[src/design/gcml_pkg.sv]
package gcml_pkg;

    // field and register widths
    localparam int DIM_W      = 13;  // image extent, cell size, divider width
    localparam int PIX_W      = 12;  // pixel coordinate
    localparam int GRID_W     = 5;   // column and row counts
    localparam int COUNT_W    = 8;   // per-cell count and limit
    localparam int CIDX_W     = 8;   // cell index on the output
    localparam int PROD_W     = 2 * GRID_W;
    localparam int CFG_IDX_W  = 3;
    localparam int CFG_DATA_W = 13;

    // register indexes on the configuration port
    localparam logic [CFG_IDX_W-1:0] REG_IMAGE_WIDTH  = 3'd0;
    localparam logic [CFG_IDX_W-1:0] REG_IMAGE_HEIGHT = 3'd1;
    localparam logic [CFG_IDX_W-1:0] REG_GRID_COLUMNS = 3'd2;
    localparam logic [CFG_IDX_W-1:0] REG_GRID_ROWS    = 3'd3;
    localparam logic [CFG_IDX_W-1:0] REG_MAX_PER_CELL = 3'd4;

    // register reset values
    localparam logic [DIM_W-1:0]   RST_IMAGE_WIDTH  = 13'd640;
    localparam logic [DIM_W-1:0]   RST_IMAGE_HEIGHT = 13'd480;
    localparam logic [GRID_W-1:0]  RST_GRID_COLUMNS = 5'd8;
    localparam logic [GRID_W-1:0]  RST_GRID_ROWS    = 5'd8;
    localparam logic [COUNT_W-1:0] RST_MAX_PER_CELL = 8'd4;

    // controller to datapath
    typedef struct packed {
        logic load_item;
        logic start_size;
        logic save_size;
        logic start_pos;
        logic calc_index;
        logic read_count;
        logic update;
    } gcml_cmd_t;

    // datapath to controller
    typedef struct packed {
        logic geom_ok;
        logic div_busy;
        logic out_full;
    } gcml_stat_t;

endpackage

[src/design/gcml_ram.sv]
module gcml_ram
    #(
        parameter int WIDTH = 8,
        parameter int DEPTH = 256,
        parameter int ADDR_W = 8
    )
    (
        input  logic              clk,
        input  logic              we,
        input  logic [ADDR_W-1:0] waddr,
        input  logic [WIDTH-1:0]  wdata,
        input  logic              re,
        input  logic [ADDR_W-1:0] raddr,
        output logic [WIDTH-1:0]  rdata
    );

    logic [WIDTH-1:0] mem [DEPTH];
    logic [WIDTH-1:0] rdata_reg;

    always_ff @(posedge clk)
    begin
        if (we)
        begin
            mem[waddr] <= wdata;
        end
        if (re)
        begin
            rdata_reg <= mem[raddr];
        end
    end

    assign rdata = rdata_reg;

endmodule

[src/design/gcml_div.sv]
// restoring divider, one quotient bit per cycle
module gcml_div
    #(
        parameter int W = 13
    )
    (
        input  logic         clk,
        input  logic         rst_n,
        input  logic         start,
        input  logic [W-1:0] dividend,
        input  logic [W-1:0] divisor,
        output logic         busy,
        output logic [W-1:0] quotient
    );

    localparam int CNT_W = $clog2(W + 1);

    logic [W-1:0]     rem_reg, rem_next;
    logic [W-1:0]     quo_reg, quo_next;
    logic [W-1:0]     dsr_reg;
    logic [CNT_W-1:0] cnt_reg, cnt_next;
    logic             busy_reg, busy_next;
    logic [W:0]       trial;
    logic [W:0]       diff;
    logic             fits;

    assign trial = {rem_reg, quo_reg[W-1]};
    assign diff  = trial - {1'b0, dsr_reg};
    assign fits  = trial >= {1'b0, dsr_reg};

    always_comb
    begin
        rem_next  = rem_reg;
        quo_next  = quo_reg;
        cnt_next  = cnt_reg;
        busy_next = busy_reg;
        if (start)
        begin
            rem_next  = '0;
            quo_next  = dividend;
            cnt_next  = CNT_W'(W);
            busy_next = 1'b1;
        end
        else if (busy_reg)
        begin
            rem_next  = fits ? diff[W-1:0] : trial[W-1:0];
            quo_next  = {quo_reg[W-2:0], fits};
            cnt_next  = cnt_reg - 1'b1;
            busy_next = (cnt_reg != CNT_W'(1));
        end
    end

    always_ff @(posedge clk or negedge rst_n)
    begin
        if (!rst_n)
        begin
            busy_reg <= 1'b0;
            cnt_reg  <= '0;
        end
        else
        begin
            busy_reg <= busy_next;
            cnt_reg  <= cnt_next;
        end
    end

    always_ff @(posedge clk)
    begin
        rem_reg <= rem_next;
        quo_reg <= quo_next;
        if (start)
        begin
            dsr_reg <= divisor;
        end
    end

    assign busy     = busy_reg;
    assign quotient = quo_reg;

endmodule

[src/design/gcml_dp.sv]
module gcml_dp
    import gcml_pkg::*;
    #(
        parameter int MAX_GRID_ROWS = 16,
        parameter int MAX_GRID_COLS = 16
    )
    (
        input  logic                  clk,
        input  logic                  rst_n,
        input  logic                  cfg_we,
        input  logic [CFG_IDX_W-1:0]  cfg_index,
        input  logic [CFG_DATA_W-1:0] cfg_data,
        input  logic [23:0]           s_tdata,
        input  logic                  s_tuser,
        output logic                  m_tvalid,
        input  logic                  m_tready,
        output logic [CIDX_W-1:0]     m_tdata,
        output logic                  m_tuser,
        input  gcml_cmd_t             cmd,
        output gcml_stat_t            stat
    );

    localparam int CELL_TOTAL = MAX_GRID_ROWS * MAX_GRID_COLS;
    localparam int IDX_W      = (CELL_TOTAL > 1) ? $clog2(CELL_TOTAL) : 1;

    // configuration registers
    logic [DIM_W-1:0]   width_reg;
    logic [DIM_W-1:0]   height_reg;
    logic [GRID_W-1:0]  cols_cfg_reg;
    logic [GRID_W-1:0]  rows_cfg_reg;
    logic [COUNT_W-1:0] max_reg;
    logic               dirty_reg;

    // cell geometry and current item
    logic [DIM_W-1:0]   cw_reg;
    logic [DIM_W-1:0]   ch_reg;
    logic [PIX_W-1:0]   px_reg;
    logic [PIX_W-1:0]   py_reg;
    logic [PROD_W-1:0]  lin_reg, lin_next;
    logic [CELL_TOTAL-1:0] valid_reg;

    // output register
    logic               out_valid_reg;
    logic               keep_reg;
    logic [CIDX_W-1:0]  cidx_reg;

    logic [GRID_W-1:0]  cols, rows;
    logic [GRID_W-1:0]  col, row;
    logic [DIM_W-1:0]   dx_dvd, dx_dsr, dy_dvd, dy_dsr;
    logic               div_start;
    logic               bx, by;
    logic [DIM_W-1:0]   qx, qy;
    logic [IDX_W-1:0]   addr;
    logic [COUNT_W-1:0] rdata;
    logic [COUNT_W-1:0] cur;
    logic               keep;

    // effective column and row counts
    always_comb
    begin
        if (cols_cfg_reg == '0)
            cols = GRID_W'(1);
        else if (int'(cols_cfg_reg) > MAX_GRID_COLS)
            cols = GRID_W'(MAX_GRID_COLS);
        else
            cols = cols_cfg_reg;
        if (rows_cfg_reg == '0)
            rows = GRID_W'(1);
        else if (int'(rows_cfg_reg) > MAX_GRID_ROWS)
            rows = GRID_W'(MAX_GRID_ROWS);
        else
            rows = rows_cfg_reg;
    end

    // both dividers serve cell sizing and point placement
    assign div_start = cmd.start_size | cmd.start_pos;
    assign dx_dvd    = cmd.start_size ? width_reg  : {1'b0, px_reg};
    assign dx_dsr    = cmd.start_size ? DIM_W'(cols) : cw_reg;
    assign dy_dvd    = cmd.start_size ? height_reg : {1'b0, py_reg};
    assign dy_dsr    = cmd.start_size ? DIM_W'(rows) : ch_reg;

    gcml_div #(.W(DIM_W)) u_div_x
    (
        .clk      (clk),
        .rst_n    (rst_n),
        .start    (div_start),
        .dividend (dx_dvd),
        .divisor  (dx_dsr),
        .busy     (bx),
        .quotient (qx)
    );

    gcml_div #(.W(DIM_W)) u_div_y
    (
        .clk      (clk),
        .rst_n    (rst_n),
        .start    (div_start),
        .dividend (dy_dvd),
        .divisor  (dy_dsr),
        .busy     (by),
        .quotient (qy)
    );

    // clamp into the last column and row, then linear cell number
    always_comb
    begin
        col = (qx > DIM_W'(cols - 1'b1)) ? cols - 1'b1 : qx[GRID_W-1:0];
        row = (qy > DIM_W'(rows - 1'b1)) ? rows - 1'b1 : qy[GRID_W-1:0];
        lin_next = PROD_W'(row) * PROD_W'(cols) + PROD_W'(col);
    end

    assign addr = IDX_W'(lin_reg);

    gcml_ram #(.WIDTH(COUNT_W), .DEPTH(CELL_TOTAL), .ADDR_W(IDX_W)) u_counts
    (
        .clk   (clk),
        .we    (cmd.update & keep),
        .waddr (addr),
        .wdata (cur + 1'b1),
        .re    (cmd.read_count),
        .raddr (addr),
        .rdata (rdata)
    );

    assign cur  = valid_reg[addr] ? rdata : '0;
    assign keep = cur < max_reg;

    always_ff @(posedge clk or negedge rst_n)
    begin
        if (!rst_n)
        begin
            width_reg     <= RST_IMAGE_WIDTH;
            height_reg    <= RST_IMAGE_HEIGHT;
            cols_cfg_reg  <= RST_GRID_COLUMNS;
            rows_cfg_reg  <= RST_GRID_ROWS;
            max_reg       <= RST_MAX_PER_CELL;
            dirty_reg     <= 1'b1;
            valid_reg     <= '0;
            out_valid_reg <= 1'b0;
        end
        else
        begin
            if (cfg_we)
            begin
                if (cfg_index == REG_IMAGE_WIDTH)
                    width_reg <= cfg_data[DIM_W-1:0];
                if (cfg_index == REG_IMAGE_HEIGHT)
                    height_reg <= cfg_data[DIM_W-1:0];
                if (cfg_index == REG_GRID_COLUMNS)
                    cols_cfg_reg <= cfg_data[GRID_W-1:0];
                if (cfg_index == REG_GRID_ROWS)
                    rows_cfg_reg <= cfg_data[GRID_W-1:0];
                if (cfg_index == REG_MAX_PER_CELL)
                    max_reg <= cfg_data[COUNT_W-1:0];
                if (cfg_index == REG_IMAGE_WIDTH || cfg_index == REG_IMAGE_HEIGHT ||
                    cfg_index == REG_GRID_COLUMNS || cfg_index == REG_GRID_ROWS)
                    dirty_reg <= 1'b1;
            end
            else if (cmd.save_size)
            begin
                dirty_reg <= 1'b0;
            end

            // set start wipes all counts before its own point
            if (cmd.load_item && s_tuser)
                valid_reg <= '0;
            else if (cmd.update && keep)
                valid_reg[addr] <= 1'b1;

            if (cmd.update)
                out_valid_reg <= 1'b1;
            else if (m_tready)
                out_valid_reg <= 1'b0;
        end
    end

    always_ff @(posedge clk)
    begin
        if (cmd.load_item)
        begin
            px_reg <= s_tdata[PIX_W-1:0];
            py_reg <= s_tdata[2*PIX_W-1:PIX_W];
        end
        if (cmd.save_size)
        begin
            cw_reg <= (qx == '0) ? DIM_W'(1) : qx;
            ch_reg <= (qy == '0) ? DIM_W'(1) : qy;
        end
        if (cmd.calc_index)
            lin_reg <= lin_next;
        if (cmd.update)
        begin
            keep_reg <= keep;
            cidx_reg <= CIDX_W'(lin_reg);
        end
    end

    assign stat.geom_ok  = ~dirty_reg;
    assign stat.div_busy = bx | by;
    assign stat.out_full = out_valid_reg & ~m_tready;

    assign m_tvalid = out_valid_reg;
    assign m_tuser  = keep_reg;
    assign m_tdata  = cidx_reg;

    // a result never overwrites one that is still waiting
    a_no_overrun: assert property (@(posedge clk) disable iff (!rst_n)
        cmd.update |-> !(out_valid_reg && !m_tready))
        else $error("result register overwritten while stalled");

    // placement only runs on up-to-date cell sizes
    a_geom_fresh: assert property (@(posedge clk) disable iff (!rst_n)
        cmd.start_pos |-> !dirty_reg && !bx && !by)
        else $error("placement started on stale geometry or busy divider");

    // the two dividers always run in lockstep
    a_lockstep: assert property (@(posedge clk) disable iff (!rst_n)
        bx == by)
        else $error("dividers out of step");

    // a kept point leaves its cell marked in use
    a_keep_marks: assert property (@(posedge clk) disable iff (!rst_n)
        cmd.update && keep && !cmd.load_item |=> valid_reg[$past(addr)])
        else $error("kept point did not mark its cell");

endmodule

[src/design/gcml_ctrl.sv]
module gcml_ctrl
    import gcml_pkg::*;
    (
        input  logic       clk,
        input  logic       rst_n,
        input  logic       s_tvalid,
        output logic       s_tready,
        input  gcml_stat_t stat,
        output gcml_cmd_t  cmd
    );

    typedef enum logic [2:0]
    {
        ST_IDLE,
        ST_PREP,
        ST_SIZE,
        ST_POS,
        ST_READ,
        ST_UPDATE
    } state_t;

    state_t state_reg, state_next;

    always_comb
    begin
        state_next = state_reg;
        cmd        = '0;
        unique case (state_reg)
            ST_IDLE:
            begin
                cmd.load_item = s_tvalid;
                if (s_tvalid)
                    state_next = ST_PREP;
            end
            ST_PREP:
            begin
                if (stat.geom_ok)
                begin
                    cmd.start_pos = 1'b1;
                    state_next    = ST_POS;
                end
                else
                begin
                    cmd.start_size = 1'b1;
                    state_next     = ST_SIZE;
                end
            end
            ST_SIZE:
            begin
                if (!stat.div_busy)
                begin
                    cmd.save_size = 1'b1;
                    state_next    = ST_PREP;
                end
            end
            ST_POS:
            begin
                if (!stat.div_busy)
                begin
                    cmd.calc_index = 1'b1;
                    state_next     = ST_READ;
                end
            end
            ST_READ:
            begin
                cmd.read_count = 1'b1;
                state_next     = ST_UPDATE;
            end
            ST_UPDATE:
            begin
                if (!stat.out_full)
                begin
                    cmd.update = 1'b1;
                    state_next = ST_IDLE;
                end
            end
            default:
            begin
                state_next = ST_IDLE;
            end
        endcase
    end

    always_ff @(posedge clk or negedge rst_n)
    begin
        if (!rst_n)
            state_reg <= ST_IDLE;
        else
            state_reg <= state_next;
    end

    assign s_tready = (state_reg == ST_IDLE);

endmodule

[src/design/grid_cell_match_limiter.sv]
// grid cell match limiter
//
// input stream (s_*): one point match per item; s_tdata carries pixel_x in
// bits 11:0 and pixel_y in bits 23:12, s_tuser carries start_of_set, which
// clears all cell counts before the point is handled
// output stream (m_*): exactly one result per item; m_tdata is the cell index,
// m_tuser is keep (point passed the per-cell limit and was counted)
// configuration: cfg_we writes cfg_data into register cfg_index (0 image width,
// 1 image height, 2 grid columns, 3 grid rows, 4 max per cell); write only idle
//
// placement: the 13-step iterative dividers place the point in its column and
// row; for the first item after reset or after a geometry write the same
// dividers first work out the cell width and height
// one item is in flight at a time; s_tready is high only between items
// reset clears all counts at once and loads the default registers, no wait
// a stalled m_tready holds the result in the output register; the next item
// may be taken and worked on, and waits before its result until the slot frees
module grid_cell_match_limiter
    import gcml_pkg::*;
    #(
        parameter int MAX_GRID_ROWS = 16,
        parameter int MAX_GRID_COLS = 16
    )
    (
        input  logic                  clk,
        input  logic                  rst_n,
        // configuration write port
        input  logic                  cfg_we,
        input  logic [CFG_IDX_W-1:0]  cfg_index,
        input  logic [CFG_DATA_W-1:0] cfg_data,
        // input stream
        input  logic                  s_tvalid,
        output logic                  s_tready,
        input  logic [23:0]           s_tdata,   // pixel_x [11:0], pixel_y [23:12]
        input  logic                  s_tuser,   // start_of_set
        // output stream
        output logic                  m_tvalid,
        input  logic                  m_tready,
        output logic [CIDX_W-1:0]     m_tdata,   // cell_index [7:0]
        output logic                  m_tuser    // keep
    );

    gcml_cmd_t  cmd;
    gcml_stat_t stat;

    // sequencing: accept, size cells if needed, place point, read-modify-write
    gcml_ctrl u_ctrl
    (
        .clk      (clk),
        .rst_n    (rst_n),
        .s_tvalid (s_tvalid),
        .s_tready (s_tready),
        .stat     (stat),
        .cmd      (cmd)
    );

    // registers, dividers, count memory and output register
    gcml_dp
    #(
        .MAX_GRID_ROWS (MAX_GRID_ROWS),
        .MAX_GRID_COLS (MAX_GRID_COLS)
    )
    u_dp
    (
        .clk       (clk),
        .rst_n     (rst_n),
        .cfg_we    (cfg_we),
        .cfg_index (cfg_index),
        .cfg_data  (cfg_data),
        .s_tdata   (s_tdata),
        .s_tuser   (s_tuser),
        .m_tvalid  (m_tvalid),
        .m_tready  (m_tready),
        .m_tdata   (m_tdata),
        .m_tuser   (m_tuser),
        .cmd       (cmd),
        .stat      (stat)
    );

endmodule

[config.mk]
export PLATFORM = sky130hd
export DESIGN_NAME = grid_cell_match_limiter
export DESIGN_NICKNAME = d
export VERILOG_FILES = /design/src/design/gcml_pkg.sv /design/src/design/gcml_ram.sv /design/src/design/gcml_div.sv /design/src/design/gcml_dp.sv /design/src/design/gcml_ctrl.sv /design/src/design/grid_cell_match_limiter.sv
export SDC_FILE = /design/constraint.sdc
export NUM_CORES = 2
export LEC_CHECK = 0
export BUFFER_PORTS_ARGS = -buffer_cell sky130_fd_sc_hd__buf_2
export CAP_MARGIN = 15
export CELL_PAD_IN_SITES_DETAIL_PLACEMENT = 1
export CELL_PAD_IN_SITES_GLOBAL_PLACEMENT = 1
export CORE_MARGIN = 4
export CORE_UTILIZATION = 60
export CTS_CLUSTER_SIZE = 40
export DETAILED_ROUTE_END_ITERATION = 8
export HOLD_SLACK_MARGIN = 0.15
export PLACE_DENSITY_LB_ADDON = 0.2
export SYNTH_ARGS = -nofsm -noshare
export SYNTH_HDL_FRONTEND = slang
export SYNTH_SLANG_ARGS = --single-unit
[constraint.sdc]
create_clock -name clk -period 30.4 [get_ports clk]
set_clock_uncertainty 0.05 [all_clocks]
set_input_delay 1.52 -clock clk [delete_from_list [all_inputs] [get_ports clk]]
set_output_delay 1.52 -clock clk [all_outputs]
set_load 0.1 [all_outputs]
# Yosys cells after proc, flatten, opt, wreduce, memory -nomap -nowiden
# Memories as Yosys holds them, arrays and structs flattened. A register that Yosys moved wholly into a read port is not among the register bits.
# Cells that the tools add are included.
[op_classes] add_sub_neg=10 n_mul=1 div_mod_pow=0 n_lt_le_gt_ge=9 n_eq_ne=16 shifts=0 mux=55 bitwise=6 n_reduce_logical=24
[op_table] operator="256-bit two-way mux" count=2
[op_table] operator="256-bit bitwise OR" count=1
[op_table] operator="13-bit two-way mux" count=8
[op_table] operator="5-bit two-way mux" count=8
[op_table] operator="14-bit by 13-bit >= comparator with 1-bit output" count=2
[op_table] operator="13-bit > comparator" count=2
[op_table] operator="13-bit logical NOT" count=2
[op_table] operator="13-bit subtractor" count=2
[op_table] operator="1-bit two-way mux" count=25
[op_table] operator="3-bit case mux with 6 select lines" count=1
[op_table] operator="4-bit two-way mux" count=4
[op_table] operator="3-bit by 2-bit == test with 1-bit output (second input constant)" count=4
[op_table] operator="3-bit two-way mux" count=4
[op_table] operator="2-bit AND reduction" count=6
[op_table] operator="5-bit by 1-bit subtractor with 6-bit output (second input constant)" count=2
[op_table] operator="5-bit > comparator (second input constant)" count=2
[op_table] operator="5-bit logical NOT" count=2
[op_table] operator="2-bit nonzero test" count=5
[op_table] operator="5-bit by 1-bit subtractor with 5-bit output (second input constant)" count=2
[op_table] operator="3-bit == test (second input constant)" count=3
[op_table] operator="8-bit by 9-bit less-than comparator with 1-bit output (second input constant)" count=1
[op_table] operator="8-bit by 1-bit adder with 8-bit output (second input constant)" count=1
[op_table] operator="8-bit by 5-bit adder with 8-bit output" count=1
[op_table] operator="1-bit binary-select mux with 8-bit select" count=1
[op_table] operator="17 further kinds" count=30
[totals] regBits=460 latch_bits=0 ramBits=2048 rom_bits=0 in_bits=46 output_inout_bits=11 n_memories=1
[mem_list] name="u_dp.u_counts.mem" depth=256 word_bits=8 read_ports=1 rd_clocked_by_memory_dff=1 write_ports=1 line_no="gcml_ram.sv:17" text="logic [WIDTH-1:0] mem [DEPTH];"

# Longest topological paths before layout
[logic_depth] word_depth=8 depth_mapped=27 ltp_nobuf=27

# Cells and area by module
# From an unflattened synthesis, not the netlist that was laid out.
[hier_totals] cells_unflattened=5887 area_unflattened_um2=102752.3
[modules_own_cells] module="gcml_ram" n_inst=1 cells_per_inst=3733 area_per_inst_um2=79636.4 seq_area_each_um2=61739.2
[modules_own_cells] module="gcml_dp" n_inst=1 cells_per_inst=1702 area_per_inst_um2=18041.1 seq_area_each_um2=9581.7
[modules_own_cells] module="gcml_div" n_inst=2 cells_per_inst=213 area_per_inst_um2=2421.1 seq_area_each_um2=1166.1
[modules_own_cells] module="gcml_ctrl" n_inst=1 cells_per_inst=26 area_per_inst_um2=232.7 seq_area_each_um2=75.1

# Least setup slack after synthesis
# OpenSTA, ideal clock, no wires.
[synth_path] kind="reg2reg" startpoint="register u_dp.lin_reg[0]" endpoint="memory u_dp.u_counts.mem[0][2], data pin" arrival_time_ps=12309 t_required_ps=28823 slack_ps=16514 stages_incl_launch_ff=13 period_less_slack_ps=13886 path_cell_list="edfxtp_1 buf_4 buf_6 mux4_2 a22o_1 a221oi_1 o22ai_1 nor4_2 mux2i_1 nand2_1 inv_1 ha_1 xor2_1"
[synth_between] elab_chain_cells=4
[synth_lines] item="from (decl)" line_no="gcml_dp.sv:39" text="logic [PROD_W-1:0] lin_reg, lin_next;"
[synth_lines] item="from (signal assigned)" line_no="gcml_dp.sv:190" text="lin_reg <= lin_next;"
[synth_lines] item="1-bit binary-select mux with 8-bit select" line_no="gcml_dp.sv:125" text="assign cur = valid_reg[addr] ? rdata : '0;"
[synth_lines] item="1-bit two-way mux (implied by the code)" line_no="gcml_dp.sv:125"
[synth_lines] item="8-bit two-way mux" line_no="gcml_dp.sv:125"
[synth_lines] item="8-bit by 1-bit adder with 8-bit output" line_no="gcml_dp.sv:119" text=".wdata (cur + 1'b1),"
[synth_lines] item="net u_dp.u_counts.wdata[2]" line_no="gcml_ram.sv:11" text="input logic [WIDTH-1:0] wdata,"
[synth_lines] item="to (decl)" line_no="gcml_ram.sv:17"
# The timed path passes the listed nets, and every way through them passes these cells. The select of a mux whose other input is x is not followed.

# Worst setup path after layout
[layout_path] startpoint="register u_dp.lin_reg[1]" endpoint="memory u_dp.u_counts.mem[87][0] (enable)"
[layout_between] elab_chain_cells=7
[layout_lines] item="1-bit binary-select mux with 8-bit select" line_no="gcml_dp.sv:125"
[layout_lines] item="1-bit two-way mux (implied by the code)" line_no="gcml_dp.sv:125"
[layout_lines] item="8-bit two-way mux" line_no="gcml_dp.sv:125"
[layout_lines] item="8-bit less-than comparator" line_no="gcml_dp.sv:126" text="assign keep = cur < max_reg;"
[layout_lines] item="1-bit AND" line_no="gcml_dp.sv:117" text=".we (cmd.update & keep),"
[layout_lines] item="1-bit two-way mux" line_no="gcml_ram.sv:22" text="if (we)"
[layout_lines] item="1-bit two-way mux (implied by the code)" line_no="gcml_ram.sv:24" text="mem[waddr] <= wdata;"
# Several ways; a longest one is shown, not always the timed one. The select of a mux whose other input is x is not followed.

==> results.md <==
Drt:
- The detail route stage leaves a number of antenna-violating nets equal to 0.
- Summing over every cut layer, the via total after detailed routing is 55600.
- The post-detailed-route wirelength per cell is 36.4 um.
- After detailed routing, the total wire length is 292000 um.
- The ratio of routed vias to standard cells is 6.93.
- For this run, design rule violations remaining after detail routing come to 0.
- The first routing iteration left 7291 violations.
- The first detailed-routing pass took 6 iterations.

Setup path:
- At the worst endpoint, the required time is 30860 ps.
- Grouping stages by cell kind, the critical path spends the most delay in buffers and inverters.
- The combined buffer and inverter count along the critical path is 4.
- The worst register-to-register path has a setup slack of 20840 ps.
- The cell type with the highest occurrence count on the critical path is sky130_fd_sc_hd__buf_4.
- The delay of the slowest cell on the worst path is 1210 ps.
- The critical path arrival is 10020 ps.
- In this run the worst path has a maximum fanout of 137.
- The critical path in this run is classified as reg2reg.
- The sort of element at the end of the critical path is a flip-flop.
- The critical path goes through buf_4 -> buf_4 -> buf_12 -> mux4_2 -> a22o_1 -> a31oi_1 -> a31oi_1 -> nor4_2 -> mux2i_1 -> and2_1 -> ha_1 -> o21ai_0 -> a21oi_1 -> nand3_1 -> o211ai_4 -> buf_4 -> nor2_1.
- The kind of launch point of the worst setup path is a flip-flop.
- The slowest stage of the critical path belongs to the cell sky130_fd_sc_hd__o211ai_4.

Timing:
- Setup violations remaining at the end of the flow were counted as 0.
- The accumulated negative setup slack is 0 ps.
- Based on the critical path, the design can be clocked at up to 0.105 GHz.
- Setup slack closes at 20840 ps.
- The final count of hold timing violations is 0.
- The measured slew at the worst slew-check pin is 1290 ps.
- Subtracting the final worst setup slack from the clock period gives 9560 ps.
- The fraction of the cycle the final worst path needs is 31.5%.
- Headroom to the max-slew limit came out at 14.2%.
- The number of max-slew violations in the final report is 0.
- Setup repair after global routing left no endpoint under its margin.

CTS:
- After clock tree synthesis, the clock-pin slew on the worst setup and hold paths is 70 ps.
- Post-CTS timing repair inserted 0 buffers for setup.
- The H-tree depth is 4.
- The clock passes through at most 3 buffers.
- In this run, post-CTS hold repair placed 0 buffers.
- Counting every sink on the clock net gives 2516.
- The cell sitting at the root of the clock tree is a sky130_fd_sc_hd__clkbuf_16.
- The clock tree from TritonCTS is yes.
- The clock buffer count from CTS is 241.
- Once the clock tree was built, the resizer swapped 0 gates to a different size.
- The clock latency reported for the late side of the worst-skew pair is 910 ps.

Hold path:
- The type of the worst min-delay path is reg2reg.

Synth:
- The fraction of synthesis flops using an asynchronous set or reset pin is 12.5%.
- The number of synthesis warnings is 0.
- The sequential area share after synthesis is 72.3%.
- The average cell area after synthesis is 18.5 um2.
- The cell area after technology mapping is 102000 um2.
- Synthesis instantiated 74 different standard cells from the library.
- The number of enable-type register cells in the synthesized netlist is 2175.
- The cell count after synthesis is 5495.
- The most used flip-flop cell after synthesis is sky130_fd_sc_hd__edfxtp_1.
- Counting flops and latches in the post-synthesis netlist gives 2516.

Layout:
- In the layout the commonest cells are sky130_fd_sc_hd__edfxtp_1, sky130_fd_sc_hd__mux4_2, sky130_fd_sc_hd__nand2_1.
- Relative to the synthesized area, the layout overhead comes to 10.5%.
- The register with the most flip-flops in the layout has 2048 of them.
- The fraction of layout instances using a drive strength above 1 is 22.7%.
- At the end of the flow, the number of nets in the layout was 5716.
- The most frequent standard cell in the layout excluding fill and tap cells is sky130_fd_sc_hd__edfxtp_1.

Flow run:
- Max-cap violations in this run came to 0.

Placement:
- The last weighted congestion value of the routability-driven placer is 0.900.
- The estimated wirelength of the detail-placed design is 176000 um.
- The worst setup timing slack at the placement stage is 21250 ps.
- The count of buffers added on input and output ports is 56.

Pwr:
- In this run the static leakage power is 38.0 nW.
- The power density over the cells is 76.9 nW/um2.
- Across the VDD grid, the largest voltage drop is 0.0000647 V.

Global route:
- The first-pass GRT wire length is 426000 um.
- The initial antenna violation count is 17.
- The all-layer global routing usage is 33.9%.
- The number of global-route vias before repair is 57600.
- The overflow left after global routing is 0.
- Entering global routing, the biggest net connects 256 pins.

Floorplanning:
- In this run the horizontal extent of the chip is 420 um.
- The initial core utilization is 60.3%.
- The die area is 177000 um2.
- During I/O placement, the number of pins put on the boundary was 57.
- The core region is 169000 um2.
- The number of rows created at floorplan is 151.
- The die span in y is 420 um.

Status:
- The flow ran to the end, and the final reports show no timing, DRC or antenna violations.
-- worst min-delay path, stage by stage, from the launching register on --
cell and delay (ps):
sky130_fd_sc_hd__dfrtp_1 340, sky130_fd_sc_hd__nand2_1 50, sky130_fd_sc_hd__o21ai_0 60
-- cell type report --
cell class	instances	area (um2)
sequential	2516	73700
tap	2218	2780
inverter	81	304
clock buffer	310	6670
multi-input combinational	2585	26600
clock inverter	149	1510
timing repair buffer	151	1090
antenna	11	27.5
fill	13700	56400
-- synth_stat cells, types with 34 or more instances --
cell / n / area, um2
sky130_fd_sc_hd__mux2_2: 62 / 698
sky130_fd_sc_hd__mux4_2: 678 / 15300
sky130_fd_sc_hd__buf_2: 102 / 510
sky130_fd_sc_hd__nor2_1: 347 / 1300
sky130_fd_sc_hd__ha_1: 79 / 988
sky130_fd_sc_hd__dfrtp_1: 305 / 7630
sky130_fd_sc_hd__a21oi_1: 78 / 390
sky130_fd_sc_hd__clkbuf_1: 151 / 567
sky130_fd_sc_hd__nor3_1: 38 / 190
sky130_fd_sc_hd__edfxtp_1: 2175 / 65300
sky130_fd_sc_hd__inv_1: 78 / 293
sky130_fd_sc_hd__nand2_1: 456 / 1710
sky130_fd_sc_hd__nand3_1: 34 / 170
sky130_fd_sc_hd__mux2i_1: 117 / 1170
sky130_fd_sc_hd__o21ai_0: 336 / 1680
-- routing by layer --
metal,share of wire (%),track usage (%),wire length (um),up-vias
met5,0.051,0.639,150,-
met4,5.2,15.1,15200,8
met3,9.9,7.99,28900,693
met2,48,53.0,140000,3463
met1,37,46.4,108000,29500
li1,-,-,-,22000
-- where the power goes --
part           internal, mW  switching [mW]  total, mW
registers              4.01          0.0685       4.08
clock network          1.73            1.35       3.08
logic                 0.502           0.998       1.50
-- final timing paths --
path / start / endpoint / cells after the start
setup / recovery: u_dp.lin_reg[1] / u_dp.u_counts.mem[87][0] / 17
setup reg to reg: u_dp.lin_reg[1] / u_dp.u_counts.mem[87][0] / 17
hold reg to reg: u_dp.valid_reg[42] / u_dp.valid_reg[42] / 2
max in group asynchronous: rst_n / u_dp.valid_reg[127] / 4
hold / removal: u_dp.valid_reg[42] / u_dp.valid_reg[42] / 2
min in group asynchronous: rst_n / u_dp.width_reg[0] / 1
-- through the flow --
step / area (um2) / std cells / power (mW) / hold slack (ps) / utilization (%)
floorplan: 102000 / 5510 / 5.12 / 371 / -
global placement: 104000 / 7549 / 5.56 / 406 / 61.8
detailed placement: 104000 / 7549 / 5.62 / 418 / 61.8
CTS: 113000 / 8008 / 8.68 / 432 / 66.6
global route: 113000 / 8011 / 8.97 / 451 / 66.6
finish: 113000 / 8021 / 8.66 / 430 / 66.6
-- cell families after synthesis --
logic type	Yosys count	share of synthesized area, %
AO/OA/AOI/OAI	574	3.28
XOR/XNOR	39	0.335
adder cells (fa/ha/maj)	94	1.26
buffers and inverters	409	1.83
flip-flops	2516	72.3
multiplexers	858	16.8
other	1	0.00368
AND/OR/NAND/NOR	1004	4.13
No activity file was read; power rests on OpenSTA's default activity.
